$ cat src/hw/rtl/fdep_pkg.sv
`timescale 1ns / 1ps
// ----------------------------------------------------------------------------
// fdep_pkg
// Types, codes and constants shared by the directory entry parser files.
// ----------------------------------------------------------------------------
package fdep_pkg;

    localparam logic [7:0]  BYTE_END      = 8'h00;
    localparam logic [7:0]  BYTE_DELETED  = 8'hE5;
    localparam logic [7:0]  ATTR_LFN      = 8'h0F;
    localparam logic [7:0]  ATTR_VOLUME   = 8'h08;
    localparam logic [7:0]  LFN_LAST_FLAG = 8'h40;
    localparam logic [4:0]  LFN_SEQ_MASK  = 5'h1F;
    localparam logic [15:0] UCS_NONE      = 16'hFFFF;
    localparam logic [15:0] UCS_ZERO      = 16'h0000;
    localparam logic [15:0] ASCII_LIMIT   = 16'h0080;
    localparam logic [8:0]  LFN_CHARS     = 9'd13;
    localparam logic [3:0]  LFN_LAST_IDX  = 4'd12;
    localparam logic [4:0]  SLOT_MAX      = 5'd20;
    localparam logic [15:0] ORD_MAX       = 16'hFFFF;
    localparam logic [7:0]  CHAR_SUBST    = 8'h3F;
    localparam logic [7:0]  CHAR_DOT      = 8'h2E;
    localparam logic [7:0]  CHAR_SPACE    = 8'h20;
    localparam logic [7:0]  CHAR_NUL      = 8'h00;
    localparam logic [4:0]  ENTRY_LAST    = 5'd31;
    localparam int          MAX_RESULTS   = 63;
    localparam int          SHORT_BYTES   = 11;

    typedef struct packed {
        logic [7:0] entry_byte;
        logic       start_dir;
    } t_in_item;

    typedef struct packed {
        logic [7:0]  name_char;
        logic        name_last;
        logic [7:0]  attr_bits;
        logic [31:0] first_cluster;
        logic [31:0] file_size;
        logic [15:0] entry_ordinal;
        logic [4:0]  long_slots;
        logic        dir_end;
    } t_out_item;

    typedef enum logic [1:0] {
        CLS_END,
        CLS_CLEAR,
        CLS_LFN,
        CLS_FILE
    } t_entry_class;

    typedef enum logic [2:0] {
        S_COLLECT,
        S_CLASSIFY,
        S_LFN_LO,
        S_LFN_HI,
        S_SCAN,
        S_EMIT,
        S_END
    } t_state;

    typedef struct packed {
        logic capture;
        logic classify;
        logic set_ended;
        logic clear_long;
        logic lfn_start;
        logic lfn_lo;
        logic lfn_hi;
        logic idx_clr;
        logic idx_inc;
        logic scan_latch;
        logic load_char;
        logic load_end;
    } t_dp_cmd;

    typedef struct packed {
        logic         full_entry;
        t_entry_class cls;
        logic         lfn_go;
        logic         lfn_more;
        logic         scan_stop;
        logic         long_empty;
        logic         short_empty;
        logic         emit_last;
        logic         out_free;
    } t_dp_sts;

    // byte offset of each character of a long-name slot
    function automatic logic [4:0] lfn_pos(input logic [3:0] i);
        logic [4:0] p;
        case (i)
            4'd0:    p = 5'd1;
            4'd1:    p = 5'd3;
            4'd2:    p = 5'd5;
            4'd3:    p = 5'd7;
            4'd4:    p = 5'd9;
            4'd5:    p = 5'd14;
            4'd6:    p = 5'd16;
            4'd7:    p = 5'd18;
            4'd8:    p = 5'd20;
            4'd9:    p = 5'd22;
            4'd10:   p = 5'd24;
            4'd11:   p = 5'd28;
            4'd12:   p = 5'd30;
            default: p = 5'd0;
        endcase
        return p;
    endfunction

endpackage

$ cat src/hw/rtl/fdep_stream_if.sv
`timescale 1ns / 1ps
// ----------------------------------------------------------------------------
// fdep_stream_if
// Valid/ready channel carrying one payload beat of type T.
// ----------------------------------------------------------------------------
interface fdep_stream_if #(parameter type T = logic);
    logic valid;
    logic ready;
    T     data;

    modport source (output valid, output data, input ready);
    modport sink   (input valid, input data, output ready);
endinterface

$ cat src/hw/rtl/fat_dir_entry_parser_unit.sv
`timescale 1ns / 1ps
// ----------------------------------------------------------------------------
// fat_dir_entry_parser_unit
// FAT directory byte stream in, one beat per name character out.
// ----------------------------------------------------------------------------
// Directory bytes are taken one per cycle while the unit collects an entry;
// after the 32nd byte it classifies the entry. A long-name slot then reads
// both bytes of each stored UCS-2 character through the single read port
// of the entry store, up to 13 characters. A file entry scans the long-name
// store character by character, then sends one result beat per cycle while
// the output is taken; a short 8.3 name goes to output once the scan finds
// the long-name store empty. Deleted, label and dot entries go from the
// classify state straight back to collection. The end-of-directory entry
// gives one beat with dir_end set, after which bytes are taken and dropped
// until start_dir marks a new directory. No clearing pass runs after reset:
// the long-name store carries a valid bit per entry. Input is not taken while
// a name is being written out; a finished last beat may wait in the output
// register while collection of the next entry goes on.
// ----------------------------------------------------------------------------
module fat_dir_entry_parser_unit
    import fdep_pkg::*;
#(
    parameter int NAME_MAX = 64
) (
    input  logic                            i_clk,
    input  logic                            i_rst_n,
    fdep_stream_if.sink                     i_in,
    fdep_stream_if.source                   o_out
);

    t_dp_cmd   dp_cmd;
    t_dp_sts   dp_sts;
    logic      in_ready;
    logic      out_valid;
    t_out_item out_data;

    fdep_ctrl u_ctrl (
        .i_clk      (i_clk),
        .i_rst_n    (i_rst_n),
        .i_in_valid (i_in.valid),
        .o_in_ready (in_ready),
        .i_sts      (dp_sts),
        .o_cmd      (dp_cmd)
    );

    fdep_datapath #(
        .NAME_MAX (NAME_MAX)
    ) u_datapath (
        .i_clk       (i_clk),
        .i_rst_n     (i_rst_n),
        .i_in_data   (i_in.data),
        .i_cmd       (dp_cmd),
        .o_sts       (dp_sts),
        .o_out_valid (out_valid),
        .o_out_data  (out_data),
        .i_out_ready (o_out.ready)
    );

    assign i_in.ready  = in_ready;
    assign o_out.valid = out_valid;
    assign o_out.data  = out_data;

    // a result beat is only loaded into a free output register
    a_load_free: assert property (@(posedge i_clk) disable iff (!i_rst_n)
        (dp_cmd.load_char || dp_cmd.load_end) |-> dp_sts.out_free)
        else $error("result loaded over a pending beat");

    // no input while the name is being written out
    a_emit_no_input: assert property (@(posedge i_clk) disable iff (!i_rst_n)
        (dp_cmd.load_char || dp_cmd.load_end) |-> !i_in.ready)
        else $error("input taken during name output");

    // a completed entry stops collection for classification
    a_full_stalls: assert property (@(posedge i_clk) disable iff (!i_rst_n)
        (dp_cmd.capture && dp_sts.full_entry) |=> (!i_in.ready && dp_cmd.classify))
        else $error("entry not classified after its last byte");

    // the end beat is always a single final beat
    a_end_last: assert property (@(posedge i_clk) disable iff (!i_rst_n)
        (o_out.valid && o_out.data.dir_end) |-> o_out.data.name_last)
        else $error("end beat without name_last");

endmodule

$ cat src/hw/rtl/fdep_ram.sv
`timescale 1ns / 1ps
// ----------------------------------------------------------------------------
// fdep_ram
// Generic RAM, one write port and one read port with registered read data.
// ----------------------------------------------------------------------------
module fdep_ram #(
    parameter int WIDTH = 8,
    parameter int DEPTH = 32,
    localparam int AW = $clog2(DEPTH)
) (
    input  logic             i_clk,
    input  logic             i_we,
    input  logic [AW-1:0]    i_waddr,
    input  logic [WIDTH-1:0] i_wdata,
    input  logic [AW-1:0]    i_raddr,
    output logic [WIDTH-1:0] o_rdata
);

    logic [WIDTH-1:0] r_mem [DEPTH];
    logic [WIDTH-1:0] r_rdata;

    always_ff @(posedge i_clk) begin
        if (i_we) begin
            r_mem[i_waddr] <= i_wdata;
        end
        r_rdata <= r_mem[i_raddr];
    end

    assign o_rdata = r_rdata;

endmodule

$ cat src/hw/rtl/fdep_ctrl.sv
`timescale 1ns / 1ps
// ----------------------------------------------------------------------------
// fdep_ctrl
// Sequencer: byte collection, classification, long-name store, name output.
// ----------------------------------------------------------------------------
module fdep_ctrl
    import fdep_pkg::*;
(
    input  logic    i_clk,
    input  logic    i_rst_n,
    input  logic    i_in_valid,
    output logic    o_in_ready,
    input  t_dp_sts i_sts,
    output t_dp_cmd o_cmd
);

    t_state r_state;
    t_state n_state;

    always_ff @(posedge i_clk) begin
        if (!i_rst_n) begin
            r_state <= S_COLLECT;
        end else begin
            r_state <= n_state;
        end
    end

    always_comb begin
        n_state = r_state;
        case (r_state)
            S_COLLECT: begin
                if (i_in_valid && i_sts.full_entry) begin
                    n_state = S_CLASSIFY;
                end
            end
            S_CLASSIFY: begin
                case (i_sts.cls)
                    CLS_END:   n_state = S_END;
                    CLS_CLEAR: n_state = S_COLLECT;
                    CLS_LFN:   n_state = i_sts.lfn_go ? S_LFN_LO : S_COLLECT;
                    CLS_FILE:  n_state = S_SCAN;
                    default:   n_state = S_COLLECT;
                endcase
            end
            S_LFN_LO: n_state = S_LFN_HI;
            S_LFN_HI: begin
                n_state = i_sts.lfn_more ? S_LFN_LO : S_COLLECT;
            end
            S_SCAN: begin
                if (i_sts.scan_stop) begin
                    n_state = (i_sts.long_empty && i_sts.short_empty) ? S_COLLECT : S_EMIT;
                end
            end
            S_EMIT: begin
                if (i_sts.out_free && i_sts.emit_last) begin
                    n_state = S_COLLECT;
                end
            end
            S_END: begin
                if (i_sts.out_free) begin
                    n_state = S_COLLECT;
                end
            end
            default: n_state = S_COLLECT;
        endcase
    end

    always_comb begin
        o_in_ready = 1'b0;
        o_cmd      = '0;
        case (r_state)
            S_COLLECT: begin
                o_in_ready    = 1'b1;
                o_cmd.capture = i_in_valid;
            end
            S_CLASSIFY: begin
                o_cmd.classify = 1'b1;
                case (i_sts.cls)
                    CLS_END:   o_cmd.set_ended = 1'b1;
                    CLS_CLEAR: o_cmd.clear_long = 1'b1;
                    CLS_LFN: begin
                        o_cmd.lfn_start = 1'b1;
                        o_cmd.idx_clr   = 1'b1;
                    end
                    CLS_FILE:  o_cmd.idx_clr = 1'b1;
                    default:   o_cmd.classify = 1'b1;
                endcase
            end
            S_LFN_LO: o_cmd.lfn_lo = 1'b1;
            S_LFN_HI: begin
                o_cmd.lfn_hi  = 1'b1;
                o_cmd.idx_inc = i_sts.lfn_more;
            end
            S_SCAN: begin
                if (i_sts.scan_stop) begin
                    o_cmd.scan_latch = 1'b1;
                    o_cmd.idx_clr    = 1'b1;
                    // nothing to print, still drops the long name
                    o_cmd.clear_long = i_sts.long_empty && i_sts.short_empty;
                end else begin
                    o_cmd.idx_inc = 1'b1;
                end
            end
            S_EMIT: begin
                if (i_sts.out_free) begin
                    o_cmd.load_char = 1'b1;
                    if (i_sts.emit_last) begin
                        o_cmd.clear_long = 1'b1;
                    end else begin
                        o_cmd.idx_inc = 1'b1;
                    end
                end
            end
            S_END: begin
                o_cmd.load_end = i_sts.out_free;
            end
            default: o_in_ready = 1'b0;
        endcase
    end

endmodule

$ cat src/hw/rtl/fdep_datapath.sv
`timescale 1ns / 1ps
// ----------------------------------------------------------------------------
// fdep_datapath
// Entry store, long-name store, field registers, name formatting, output beat.
// ----------------------------------------------------------------------------
module fdep_datapath
    import fdep_pkg::*;
#(
    parameter int NAME_MAX = 64
) (
    input  logic      i_clk,
    input  logic      i_rst_n,
    input  t_in_item  i_in_data,
    input  t_dp_cmd   i_cmd,
    output t_dp_sts   o_sts,
    output logic      o_out_valid,
    output t_out_item o_out_data,
    input  logic      i_out_ready
);

    localparam int LN_DEPTH = NAME_MAX - 1;
    localparam int LA       = $clog2(LN_DEPTH);
    localparam int IW       = $clog2(LN_DEPTH + 1);
    localparam int LEN_LIM  = (LN_DEPTH > MAX_RESULTS) ? MAX_RESULTS : LN_DEPTH;

    logic [4:0]          r_pos;
    logic                r_ended;
    logic [15:0]         r_ord;
    logic [15:0]         r_cur_ord;
    logic [4:0]          r_slots;
    logic [LN_DEPTH-1:0] r_ln_vld;
    logic [LN_DEPTH-1:0] n_ln_vld;
    logic                r_rd_vld;
    logic [IW-1:0]       r_idx;
    logic [IW-1:0]       n_idx;
    logic                r_hi;
    logic                n_hi;
    logic [7:0]          r_lo;
    logic [IW-1:0]       r_len;
    logic                r_src_short;
    logic [7:0]          r_sn [SHORT_BYTES];
    logic [7:0]          r_attr;
    logic [15:0]         r_clus_hi;
    logic [15:0]         r_clus_lo;
    logic [31:0]         r_size;
    logic                r_out_valid;
    t_out_item           r_out;

    // ---------------- byte capture ----------------
    logic       start;
    logic [4:0] eff_pos;
    logic       take;

    assign start   = i_cmd.capture && i_in_data.start_dir;
    assign eff_pos = i_in_data.start_dir ? 5'd0 : r_pos;
    assign take    = i_cmd.capture && (i_in_data.start_dir || !r_ended);

    always_ff @(posedge i_clk) begin
        if (!i_rst_n) begin
            r_pos   <= '0;
            r_ended <= 1'b0;
        end else begin
            if (take) begin
                r_pos <= (eff_pos == ENTRY_LAST) ? 5'd0 : eff_pos + 5'd1;
            end
            if (start) begin
                r_ended <= 1'b0;
            end else if (i_cmd.set_ended) begin
                r_ended <= 1'b1;
            end
        end
    end

    // fixed-offset fields held in registers
    always_ff @(posedge i_clk) begin
        if (take) begin
            if (eff_pos < 5'(SHORT_BYTES)) begin
                r_sn[eff_pos[3:0]] <= i_in_data.entry_byte;
            end
            case (eff_pos)
                5'd11:   r_attr          <= i_in_data.entry_byte;
                5'd20:   r_clus_hi[7:0]  <= i_in_data.entry_byte;
                5'd21:   r_clus_hi[15:8] <= i_in_data.entry_byte;
                5'd26:   r_clus_lo[7:0]  <= i_in_data.entry_byte;
                5'd27:   r_clus_lo[15:8] <= i_in_data.entry_byte;
                5'd28:   r_size[7:0]     <= i_in_data.entry_byte;
                5'd29:   r_size[15:8]    <= i_in_data.entry_byte;
                5'd30:   r_size[23:16]   <= i_in_data.entry_byte;
                5'd31:   r_size[31:24]   <= i_in_data.entry_byte;
                default: r_attr          <= r_attr;
            endcase
        end
    end

    // ---------------- ordinal and slot count ----------------
    always_ff @(posedge i_clk) begin
        if (!i_rst_n) begin
            r_ord   <= '0;
            r_slots <= '0;
        end else begin
            if (start) begin
                r_ord <= '0;
            end else if (i_cmd.classify && r_ord != ORD_MAX) begin
                r_ord <= r_ord + 16'd1;
            end
            if (start || i_cmd.clear_long) begin
                r_slots <= '0;
            end else if (i_cmd.lfn_start && r_slots < SLOT_MAX) begin
                r_slots <= r_slots + 5'd1;
            end
        end
    end

    always_ff @(posedge i_clk) begin
        if (i_cmd.classify) begin
            r_cur_ord <= r_ord;
        end
    end

    // ---------------- classification ----------------
    t_entry_class cls;
    logic [4:0]   seq;
    logic [8:0]   base;

    always_comb begin
        if (r_sn[0] == BYTE_END) begin
            cls = CLS_END;
        end else if (r_sn[0] == BYTE_DELETED) begin
            cls = CLS_CLEAR;
        end else if (r_attr == ATTR_LFN) begin
            cls = CLS_LFN;
        end else if ((r_attr & ATTR_VOLUME) != 8'h00 || r_sn[0] == CHAR_DOT) begin
            cls = CLS_CLEAR;
        end else begin
            cls = CLS_FILE;
        end
    end

    assign seq  = r_sn[0][4:0] & LFN_SEQ_MASK;
    assign base = ({4'd0, seq} - 9'd1) * LFN_CHARS;

    // ---------------- index and read addresses ----------------
    always_comb begin
        n_idx = r_idx;
        if (i_cmd.idx_clr) begin
            n_idx = '0;
        end else if (i_cmd.idx_inc) begin
            n_idx = r_idx + 1'b1;
        end
        n_hi = r_hi;
        if (i_cmd.lfn_start || i_cmd.lfn_hi) begin
            n_hi = 1'b0;
        end else if (i_cmd.lfn_lo) begin
            n_hi = 1'b1;
        end
    end

    always_ff @(posedge i_clk) begin
        if (!i_rst_n) begin
            r_idx <= '0;
            r_hi  <= 1'b0;
        end else begin
            r_idx <= n_idx;
            r_hi  <= n_hi;
        end
    end

    // entry store: one read per cycle, address follows the next index
    logic [4:0] er_raddr;
    logic [7:0] er_rdata;

    assign er_raddr = lfn_pos(n_idx[3:0]) + {4'd0, n_hi};

    fdep_ram #(
        .WIDTH (8),
        .DEPTH (32)
    ) u_entry_ram (
        .i_clk   (i_clk),
        .i_we    (take),
        .i_waddr (eff_pos),
        .i_wdata (i_in_data.entry_byte),
        .i_raddr (er_raddr),
        .o_rdata (er_rdata)
    );

    always_ff @(posedge i_clk) begin
        if (i_cmd.lfn_lo) begin
            r_lo <= er_rdata;
        end
    end

    // ---------------- long-name store ----------------
    logic [15:0]   lfn_ch;
    logic          lfn_term;
    logic [7:0]    lfn_char;
    logic [9:0]    ln_waddr_full;
    logic [LA-1:0] ln_waddr;
    logic [LA-1:0] ln_raddr;
    logic [7:0]    ln_rdata;
    logic [7:0]    ln_char;

    assign lfn_ch        = {er_rdata, r_lo};
    assign lfn_term      = (lfn_ch == UCS_ZERO) || (lfn_ch == UCS_NONE);
    assign lfn_char      = lfn_term ? CHAR_NUL :
                           (lfn_ch < ASCII_LIMIT) ? lfn_ch[7:0] : CHAR_SUBST;
    assign ln_waddr_full = {1'b0, base} + 10'(r_idx);
    assign ln_waddr      = ln_waddr_full[LA-1:0];
    assign ln_raddr      = (n_idx < IW'(LN_DEPTH)) ? n_idx[LA-1:0] : '0;

    fdep_ram #(
        .WIDTH (8),
        .DEPTH (LN_DEPTH)
    ) u_name_ram (
        .i_clk   (i_clk),
        .i_we    (i_cmd.lfn_hi),
        .i_waddr (ln_waddr),
        .i_wdata (lfn_char),
        .i_raddr (ln_raddr),
        .o_rdata (ln_rdata)
    );

    // entries not written since the last clear read as zero
    always_comb begin
        n_ln_vld = r_ln_vld;
        if (start || (i_cmd.lfn_start && (r_sn[0] & LFN_LAST_FLAG) != 8'h00)) begin
            n_ln_vld = '0;
        end else if (i_cmd.clear_long) begin
            n_ln_vld[0] = 1'b0;
        end
        if (i_cmd.lfn_hi) begin
            n_ln_vld[ln_waddr] = 1'b1;
        end
    end

    always_ff @(posedge i_clk) begin
        if (!i_rst_n) begin
            r_ln_vld <= '0;
            r_rd_vld <= 1'b0;
        end else begin
            r_ln_vld <= n_ln_vld;
            r_rd_vld <= r_ln_vld[ln_raddr];
        end
    end

    assign ln_char = r_rd_vld ? ln_rdata : CHAR_NUL;

    // ---------------- name length ----------------
    logic [3:0]    blen;
    logic [1:0]    elen;
    logic          bfound;
    logic          efound;
    logic [3:0]    short_len;
    logic [IW-1:0] long_len;
    logic [IW-1:0] long_len_clip;
    logic          scan_stop;
    logic          long_empty;

    always_comb begin
        blen   = 4'd8;
        bfound = 1'b0;
        for (int k = 0; k < 8; k++) begin
            if (!bfound && (r_sn[k] == CHAR_SPACE || r_sn[k] == CHAR_NUL)) begin
                blen   = 4'(k);
                bfound = 1'b1;
            end
        end
        elen   = 2'd3;
        efound = 1'b0;
        for (int k = 0; k < 3; k++) begin
            if (!efound && (r_sn[8+k] == CHAR_SPACE || r_sn[8+k] == CHAR_NUL)) begin
                elen   = 2'(k);
                efound = 1'b1;
            end
        end
    end

    assign short_len     = blen + ((elen != 2'd0) ? 4'd1 + {2'd0, elen} : 4'd0);
    assign scan_stop     = (ln_char == CHAR_NUL) ||
                           (({1'b0, r_idx} + 1'b1) >= (IW+1)'(LN_DEPTH));
    assign long_len      = (ln_char != CHAR_NUL) ? r_idx + 1'b1 : r_idx;
    assign long_len_clip = (long_len > IW'(LEN_LIM)) ? IW'(LEN_LIM) : long_len;
    assign long_empty    = (ln_char == CHAR_NUL) && (r_idx == '0);

    always_ff @(posedge i_clk) begin
        if (i_cmd.scan_latch) begin
            r_len       <= long_empty ? IW'(short_len) : long_len_clip;
            r_src_short <= long_empty;
        end
    end

    // ---------------- character select ----------------
    logic [3:0] sk;
    logic [3:0] ext_sel;
    logic [7:0] short_char;
    logic [7:0] emit_char;
    logic       emit_last;

    assign sk      = r_idx[3:0];
    assign ext_sel = sk + 4'd7 - blen;

    always_comb begin
        if (sk < blen) begin
            short_char = r_sn[sk];
        end else if (sk == blen) begin
            short_char = CHAR_DOT;
        end else if (ext_sel < 4'(SHORT_BYTES)) begin
            short_char = r_sn[ext_sel];
        end else begin
            short_char = CHAR_NUL;
        end
    end

    assign emit_char = r_src_short ? short_char : ln_char;
    assign emit_last = ({1'b0, r_idx} + 1'b1) == {1'b0, r_len};

    // ---------------- output register ----------------
    always_ff @(posedge i_clk) begin
        if (!i_rst_n) begin
            r_out_valid <= 1'b0;
        end else if (i_cmd.load_char || i_cmd.load_end) begin
            r_out_valid <= 1'b1;
        end else if (i_out_ready) begin
            r_out_valid <= 1'b0;
        end
    end

    always_ff @(posedge i_clk) begin
        if (i_cmd.load_char) begin
            r_out.name_char     <= emit_char;
            r_out.name_last     <= emit_last;
            r_out.attr_bits     <= r_attr;
            r_out.first_cluster <= {r_clus_hi, r_clus_lo};
            r_out.file_size     <= r_size;
            r_out.entry_ordinal <= r_cur_ord;
            r_out.long_slots    <= r_slots;
            r_out.dir_end       <= 1'b0;
        end else if (i_cmd.load_end) begin
            r_out.name_char     <= CHAR_NUL;
            r_out.name_last     <= 1'b1;
            r_out.attr_bits     <= '0;
            r_out.first_cluster <= '0;
            r_out.file_size     <= '0;
            r_out.entry_ordinal <= r_cur_ord;
            r_out.long_slots    <= '0;
            r_out.dir_end       <= 1'b1;
        end
    end

    assign o_out_valid = r_out_valid;
    assign o_out_data  = r_out;

    // ---------------- status ----------------
    assign o_sts.full_entry  = take && (eff_pos == ENTRY_LAST);
    assign o_sts.cls         = cls;
    assign o_sts.lfn_go      = (seq != 5'd0) && (base < 9'(LN_DEPTH));
    assign o_sts.lfn_more    = !lfn_term && (r_idx[3:0] != LFN_LAST_IDX) &&
                               ((ln_waddr_full + 10'd1) < 10'(LN_DEPTH));
    assign o_sts.scan_stop   = scan_stop;
    assign o_sts.long_empty  = long_empty;
    assign o_sts.short_empty = (short_len == 4'd0);
    assign o_sts.emit_last   = emit_last;
    assign o_sts.out_free    = !r_out_valid || i_out_ready;

endmodule

$ cat src/flat_wrapper.sv
// flat-port wrapper written by rule: the top's interface ports become plain ports
module fat_dir_entry_parser_unit_flat import fdep_pkg::*;
#(
    parameter int NAME_MAX = 64
)
  (i_clk, i_rst_n, i_in_valid, i_in_data, i_in_ready, o_out_valid, o_out_data, o_out_ready);
  fdep_stream_if #(.T(t_in_item)) i_in_i ();
  fdep_stream_if #(.T(t_out_item)) o_out_i ();
  input  logic i_clk;
  input  logic i_rst_n;
  input wire logic [$bits(i_in_i.valid)-1:0] i_in_valid;
  input wire logic [$bits(i_in_i.data)-1:0] i_in_data;
  output wire logic [$bits(i_in_i.ready)-1:0] i_in_ready;
  output wire logic [$bits(o_out_i.valid)-1:0] o_out_valid;
  output wire logic [$bits(o_out_i.data)-1:0] o_out_data;
  input wire logic [$bits(o_out_i.ready)-1:0] o_out_ready;
  assign i_in_i.valid = i_in_valid;
  assign i_in_i.data = i_in_data;
  assign i_in_ready = i_in_i.ready;
  assign o_out_valid = o_out_i.valid;
  assign o_out_data = o_out_i.data;
  assign o_out_i.ready = o_out_ready;
  fat_dir_entry_parser_unit #(.NAME_MAX(NAME_MAX)) u_core (.i_clk(i_clk), .i_rst_n(i_rst_n), .i_in(i_in_i), .o_out(o_out_i));
endmodule
$ cat config.mk
export PLATFORM = sky130hd
export DESIGN_NAME = fat_dir_entry_parser_unit_flat
export DESIGN_NICKNAME = d
export VERILOG_FILES = /design/src/hw/rtl/fdep_pkg.sv /design/src/hw/rtl/fdep_stream_if.sv /design/src/hw/rtl/fat_dir_entry_parser_unit.sv /design/src/hw/rtl/fdep_ram.sv /design/src/hw/rtl/fdep_ctrl.sv /design/src/hw/rtl/fdep_datapath.sv /design/src/flat_wrapper.sv
export SDC_FILE = /design/constraint.sdc
export NUM_CORES = 2
export LEC_CHECK = 0
export ABC_AREA = 1
export BUFFER_PORTS_ARGS = -buffer_cell sky130_fd_sc_hd__clkbuf_2
export CAP_MARGIN = 30
export CORE_UTILIZATION = 63
export DETAILED_ROUTE_END_ITERATION = 8
export PLACE_DENSITY = 0.9
export SLEW_MARGIN = 40
export SYNTH_ARGS = -nofsm -noshare
export SYNTH_HDL_FRONTEND = slang
export SYNTH_SLANG_ARGS = --single-unit
export TNS_END_PERCENT = 30
$ cat constraint.sdc
create_clock -name i_clk -period 7.55 [get_ports i_clk]
set_clock_uncertainty 0.15 [all_clocks]
set_input_delay 1.51 -clock i_clk [delete_from_list [all_inputs] [get_ports i_clk]]
set_output_delay 1.51 -clock i_clk [all_outputs]
set_load 0.1 [all_outputs]
Word-level counts from Yosys, hierarchy flattened
Memories as Yosys holds them, arrays and structs flattened. A register that Yosys moved wholly into a read port is not among the register bits.
Index checks and enable logic that the tools add are counted.

word-level totals
  memory bits (read-only) = 80
  flip-flop bits (word level) = 308
  latch bits = 0
  input bits = 13
  memories = 4
  bits in writable memories = 848
  output and inout port bits = 105
  logic and storage cells = 291

operators by class
  bitwise operators = 2
  magnitude comparators = 13
  $mul = 1
  divide/modulo/power cells = 0
  add/subtract/negate cells = 13
  equal/unequal tests = 41
  reduce and logical (&&, ||, !) cells = 90
  mux-type cells = 95
  shifts and indexed selects = 0

memory list
  memory                               depth  width  read ports  clocked after Yosys merged registers in  write ports  RTL line             source
  u_core.u_datapath.u_name_ram.r_mem   63     8      1           1                                        1            fdep_ram.sv:19       logic [WIDTH-1:0] r_mem [DEPTH];
  u_core.u_datapath.u_entry_ram.r_mem  32     8      1           1                                        1            fdep_ram.sv:19
  u_core.u_datapath.r_sn               11     8      13          1                                        1            fdep_datapath.sv:41  logic [7:0] r_sn [SHORT_BYTES];
  (name not given)                     16     5      1           0                                        0            fdep_pkg.sv:92       case (i)

operators with widths
  cell                                                 count
  2-to-1 mux 103 bit                                   2
  == test 8 x 6 -> 1 bit, second input constant        12
  zero test 8 bit                                      12
  2-to-1 mux 63 bit                                    1
  bitwise OR 63 bit                                    1
  2-to-1 mux 62 bit                                    1
  2-to-1 mux 8 bit                                     7
  2-to-1 mux 1 bit                                     44
  == test 5 bit, second input constant                 8
  2-to-1 mux 4 bit                                     10
  2-to-1 mux 6 bit                                     5
  logical AND 1 bit                                    23
  one-hot mux 3 bit (7 select lines)                   1
  logical OR 1 bit                                     20
  2-to-1 mux 2 bit                                     10
  2-to-1 mux 3 bit                                     6
  AND reduction 2 bit                                  9
  adder 16 x 1 -> 16 bit, second input constant        1
  == test 16 bit, second input constant                1
  zero test 16 bit                                     1
  < comparator 16 x 8 -> 1 bit, second input constant  1
  != test 16 bit, second input constant                1
  < comparator 6 x 7 -> 1 bit, second input constant   2
  zero test 1 bit                                      12
  other kinds (50)                                     64

Depth between registers and ports, before layout
An unclocked memory read counts as a cell.

  depth after elaboration = 34
  depth in mapped cells = 38
  gate-level depth less buffers = 36

Modules after synthesis
From an unflattened synthesis, not the netlist that was laid out.

unflattened totals
  cell total of the unflattened synthesis = 4835
  area, all modules = 52093.7 um^2

by module, submodules not included
  module                                     cells an instance  area each (um^2)  sequential area each (um^2)  times used
  fdep_ram at u_core.u_datapath.u_name_ram   1780               20823.7           15294.7                      1
  fdep_datapath                              2064               20108.0           12001.5                      1
  fdep_ram at u_core.u_datapath.u_entry_ram  922                10786.6           7847.5                       1
  fdep_ctrl                                  69                 375.4             60.1                         1

Worst setup path after synthesis
Ideal clock, no wire load.

  path kind = reg2reg
  start = memory u_core.u_datapath.r_sn[0][0]
  end = register u_core.u_datapath.u_entry_ram.r_rdata[2], in the netlist u_core.u_datapath.u_entry_ram.o_rdata[2], read port of u_core.u_datapath.u_entry_ram.r_mem
  stages on the path, launching flop included = 38
  required time = 7.341 ns
  buffers on the path = 4
  data arrival time = 5.902 ns
  clock period less this slack = 6.111 ns
  slack = 1.439 ns
  setup time = 0.059 ns
  cell sequence = edfxtp_1 -> inv_1 -> ha_1 -> xor2_1 -> ha_1 -> ha_1 -> ha_1 -> inv_1 -> fa_1 -> inv_1 -> ha_1 -> nand2_1 -> inv_1 -> nand2_1 -> nand2_1 -> o21ai_0 -> nand2_1 -> nor2_1 -> (+2 left out) -> nand2_2 -> nand2_1 -> nand3_2 -> buf_2 -> a21oi_1 -> nor2_1 -> ha_1 -> ha_1 -> clkbuf_1 -> inv_1 -> clkbuf_1 -> clkbuf_1 -> o21ai_0 -> o22ai_1 -> nand2_1 -> nand3_1 -> nand3_1 -> nand2_1

RTL lines
  element      RTL line             source
  from (decl)  fdep_datapath.sv:41
  to (decl)    fdep_ram.sv:20       logic [WIDTH-1:0] r_rdata;

==> results.py <==
metrics = {
    "detailed_routing": {
        "ant_nets": 0,
        "drtPass1Iterations": 9,
        "drt_wl_total_um": 139000,
        "via_count": 38100,
        "drt-vias-per-instance": 6.34,
        "drc": 0,
        "drt_iter0_drc": 6593,
        "drt-wirelength-per-cell_um": 23.1,
    },
    "power": {
        "leakagePower_nw": 20.9,
        "power.density_nw_per_um2": 232,
        "ir_drop_mv": 0.228,
    },
    "sta": {
        "setup_viol": 0,
        "fmax_mhz": 136,
        "tightest_slew_ns": 0.865,
        "rsz0062_at_grt": "true",
        "period_share_pct": 97.1,
        "relSlewSlack_pct": 42.1,
        "layout_min_cycle_time_ns": 7.33,
        "timing_hold_violations_final": 0,
        "holdWs_ns": 0.284,
        "drv_slew": 0,
        "final.setup.worst_slack_ns": 0.219,
    },
    "logic_synthesis": {
        "synth_cell_types": 57,
        "synth_largest_area_cell": "edfxtp_1",
        "async_reset_ff_share_pct": 0,
        "postSynthCellCount": 4666,
        "synth-edff-count": 1093,
        "syn_area_per_cell_sq_um": 11.1,
        "synth_top_area_share_pct": 63.4,
        "yosys_warnings": 0,
        "ys_top_cells_by_area": "edfxtp_1, nand2_1, dfxtp_1",
        "ys_seq_area_share_pct": 68.0,
        "synth_ff_type": "edfxtp_1",
        "synth-seq-cells": 1212,
        "synthesis.area_sq_um": 51800,
    },
    "worst_setup_path": {
        "critPathMaxStageDelay_ns": 0.52,
        "crit_arrival_ns": 7.73,
        "worst_path_most_repeated_cell": "nand2_1",
        "crit_fanout": 20,
        "cp-start-kind": "register",
        "worst-path-buf-inv": 7,
        "critPathKind": "register to register",
        "crit_required_ns": 7.95,
        "end_kind": "register",
        "crit_family": "simple AND/OR/NAND/NOR gates",
        "crit_slowest_cell": "fa_1",
    },
    "hold_path": {
        "hold_class": "register to register",
    },
    "floorplanning": {
        "die_h_um": 289,
        "num_rows": 104,
        "placeableCoreArea_sq_um": 80900,
        "initial_core_util_pct": 64.0,
        "pin_count": 118,
        "die_w_um": 289,
        "die_area_sq_um": 83400,
    },
    "place": {
        "placed_area_sq_um": 53900,
        "dp_slack_ns": 0.371,
        "dp_hpwl_um": 82000,
        "port_buffers": 117,
        "place_congestion": 0.983,
    },
    "cells_and_area": {
        "fin_area_sq_um": 57900,
        "drive_above_1_share_pct": 10.8,
        "area_delta_synth_final_pct": 11.7,
        "antenna_cells": 0,
        "final_core_utilization_pct": 71.5,
        "finalNetCount": 4920,
    },
    "clock_network": {
        "cts_tree": "yes",
        "insertion_delay_ns": 0.72,
        "cts_made_buffers": 114,
        "path_clk_slew_ns": 0.07,
        "clock_sinks": 1212,
        "h-tree-depth": 3,
        "cts_buffer_depth": 3,
        "root_buffer": "clkbuf_16",
    },
    "grt": {
        "grt_pass1_vias": 36800,
        "grt_antenna_before_repair": 0,
        "grt_first_pass_wirelength_um": 207000,
        "grt_use_total_pct": 32.8,
        "grt_overflow": 0,
        "grt_max_degree": 121,
    },
    "status": {
        "status": "finished clean",
    },
    "job": {
        "drv_cap": 0,
    },
}
[power by group]
part | internal [W] | total, W | leakage, nW | switching [W]
Clock | 0.00308 | 0.00565 | 1.79 | 0.00257
Sequential | 0.00728 | 0.00730 | 9.82 | 0.0000147
Combinational | 0.000112 | 0.000492 | 9.29 | 0.000380
[sequential cells by signal (all words and copies together) (netlist names), 3 cells and up]
name,count
u_core.u_datapath.r_sn,128
u_core.u_datapath.u_name_ram.r_mem,504
u_core.u_datapath.r_pos,5
u_core.u_datapath.r_ln_vld,63
u_core.u_datapath.r_len,6
u_core.u_datapath.r_attr,8
u_core.u_datapath.r_lo,8
u_core.u_datapath.r_ord,16
u_core.u_datapath.r_slots,5
u_core.u_datapath.u_entry_ram.o_rdata,8
u_core.u_datapath.r_cur_ord,16
u_core.u_datapath.r_idx,6
u_core.u_datapath.o_out_data,103
u_core.u_datapath.r_size,32
u_core.u_datapath.r_clus_lo,16
u_core.u_ctrl.r_state,3
u_core.u_datapath.u_name_ram.o_rdata,8
u_core.u_datapath.r_clus_hi,16
u_core.u_datapath.u_entry_ram.r_mem,256
[kinds of logic (layout without fill, tap and decap cells)]
| group | Yosys count | after routing | share of synthesized area, % |
|---|---|---|---|
| AOI/OAI and AO/OA | 795 | 795 | 9.22 |
| xor gates and xnor gates | 25 | 25 | 0.466 |
| adders and majority gates | 60 | 60 | 1.58 |
| buffers and inverters | 794 | 979 | 6.02 |
| DFF | 1212 | 1212 | 68.0 |
| muxes | 1 | 1 | 0.0193 |
| other | 1 | 95 | 0.00724 |
| and+or+nand+nor | 1778 | 1780 | 14.7 |
[stage by stage]
step / std cells / power (W) / TNS, ns
global placement: 5775 / 0.00785 / 0
floorplan: 4760 / 0.00771 / 0
CTS: 5991 / 0.0134 / 0
global route: 6007 / 0.0137 / -0.173
finish: 6007 / 0.0134 / 0
detailed placement: 5775 / 0.00788 / 0
[worst register-to-register path, delay by kind of cell (launching register included)]
kind,cells,cell delay (ns)
flops,1,0.48
xor+xnor,1,0.35
simple gates,17,2.41
fa+ha+maj,5,1.71
buf+inv,7,1.70
compound gates,2,0.37
[synth_stat cells, types with 3 or more instances]
cell type and instances:
edfxtp_1 1093, nand2_1 685, inv_1 535, nor2_1 504, nand3_1 432, o21ai_0 259
a21oi_1 194, o211ai_1 161, clkbuf_1 152, dfxtp_1 119, o22ai_1 72, buf_2 55
ha_1 51, nor3_1 47, o21a_1 38, or2_2 35, nand4_1 21, nor4_1 17
xor2_1 16, buf_4 15, inv_2 15, buf_1 13, a211oi_1 12, o21ai_1 12
a32o_1 10, fa_1 9, nand3b_1 8, o2111ai_1 8, a221oi_1 7, clkinv_1 7
nand3_2 6, nor2_2 6, xnor2_1 6, nand2_2 5, a31oi_1 4, a311o_1 3
and3_1 3, o221ai_1 3
[metal layers]
layer | GRT usage, % | wire length (um)
met3 | 7.40 | 18100
met1 | 41.8 | 47300
met2 | 52.3 | 65300
met5 | 0 | 0
met4 | 18.4 | 8470
[timing repair]
action,in CTS,in global routing
resized for setup,0,14
setup buffers,0,13
endpoints found under the setup margin,0,17
hold buffers,0,0
[worst paths after layout]
path | endpoint | cells after the start | startpoint | slack, ns
worst max-delay path | u_core.u_datapath.u_name_ram.o_rdata[4]$_DFF_P_ | 32 | u_core.u_datapath.r_sn[0][0]$_DFFE_PP_ | 0.22
worst min-delay path | u_core.u_datapath.r_cur_ord[9]$_DFFE_PP_ | 0 | u_core.u_datapath.r_ord[9]$_SDFFE_PP0P_ | 0.28
worst max register to register | u_core.u_datapath.u_name_ram.o_rdata[4]$_DFF_P_ | 32 | u_core.u_datapath.r_sn[0][0]$_DFFE_PP_ | 0.22
worst min register to register | u_core.u_datapath.r_cur_ord[9]$_DFFE_PP_ | 0 | u_core.u_datapath.r_ord[9]$_SDFFE_PP0P_ | 0.28
[layout make-up]
type                            instances  area (sq um)
Timing Repair Buffer                  206          1420
Clock buffer                          143          3030
Multi-Input combinational cell       2756         14100
Inverter                              557          2110
Tap cell                             1060          1330
Clock inverter                         73           647
Fill cell                            4857         23100
Sequential cell                      1212         35200
[layout by cell type (no fill, tap or decap), types with 7 or more instances in the layout]
cell	count
edfxtp_1	1093
nand2_1	682
inv_1	531
nor2_1	460
nand3_1	432
o21ai_0	259
a21oi_1	194
o211ai_1	161
dfxtp_1	118
clkbuf_2	117
clkbuf_16	115
conb_1	95
buf_4	73
o22ai_1	72
ha_1	50
nor2_2	44
o21a_1	38
nor3_1	36
or2_2	35
clkinv_2	34
clkbuf_1	22
nand4_1	21
clkinv_1	18
xor2_1	16
nor4_1	16
inv_2	15
clkinvlp_4	14
o21ai_1	12
a211oi_1	12
nor3_2	11
a32o_1	10
fa_1	9
nand3b_1	8
nor2_4	8
o2111ai_1	8
buf_12	8
a221oi_1	7
clkbuf_8	7
No activity file was read; power rests on OpenSTA's default activity.
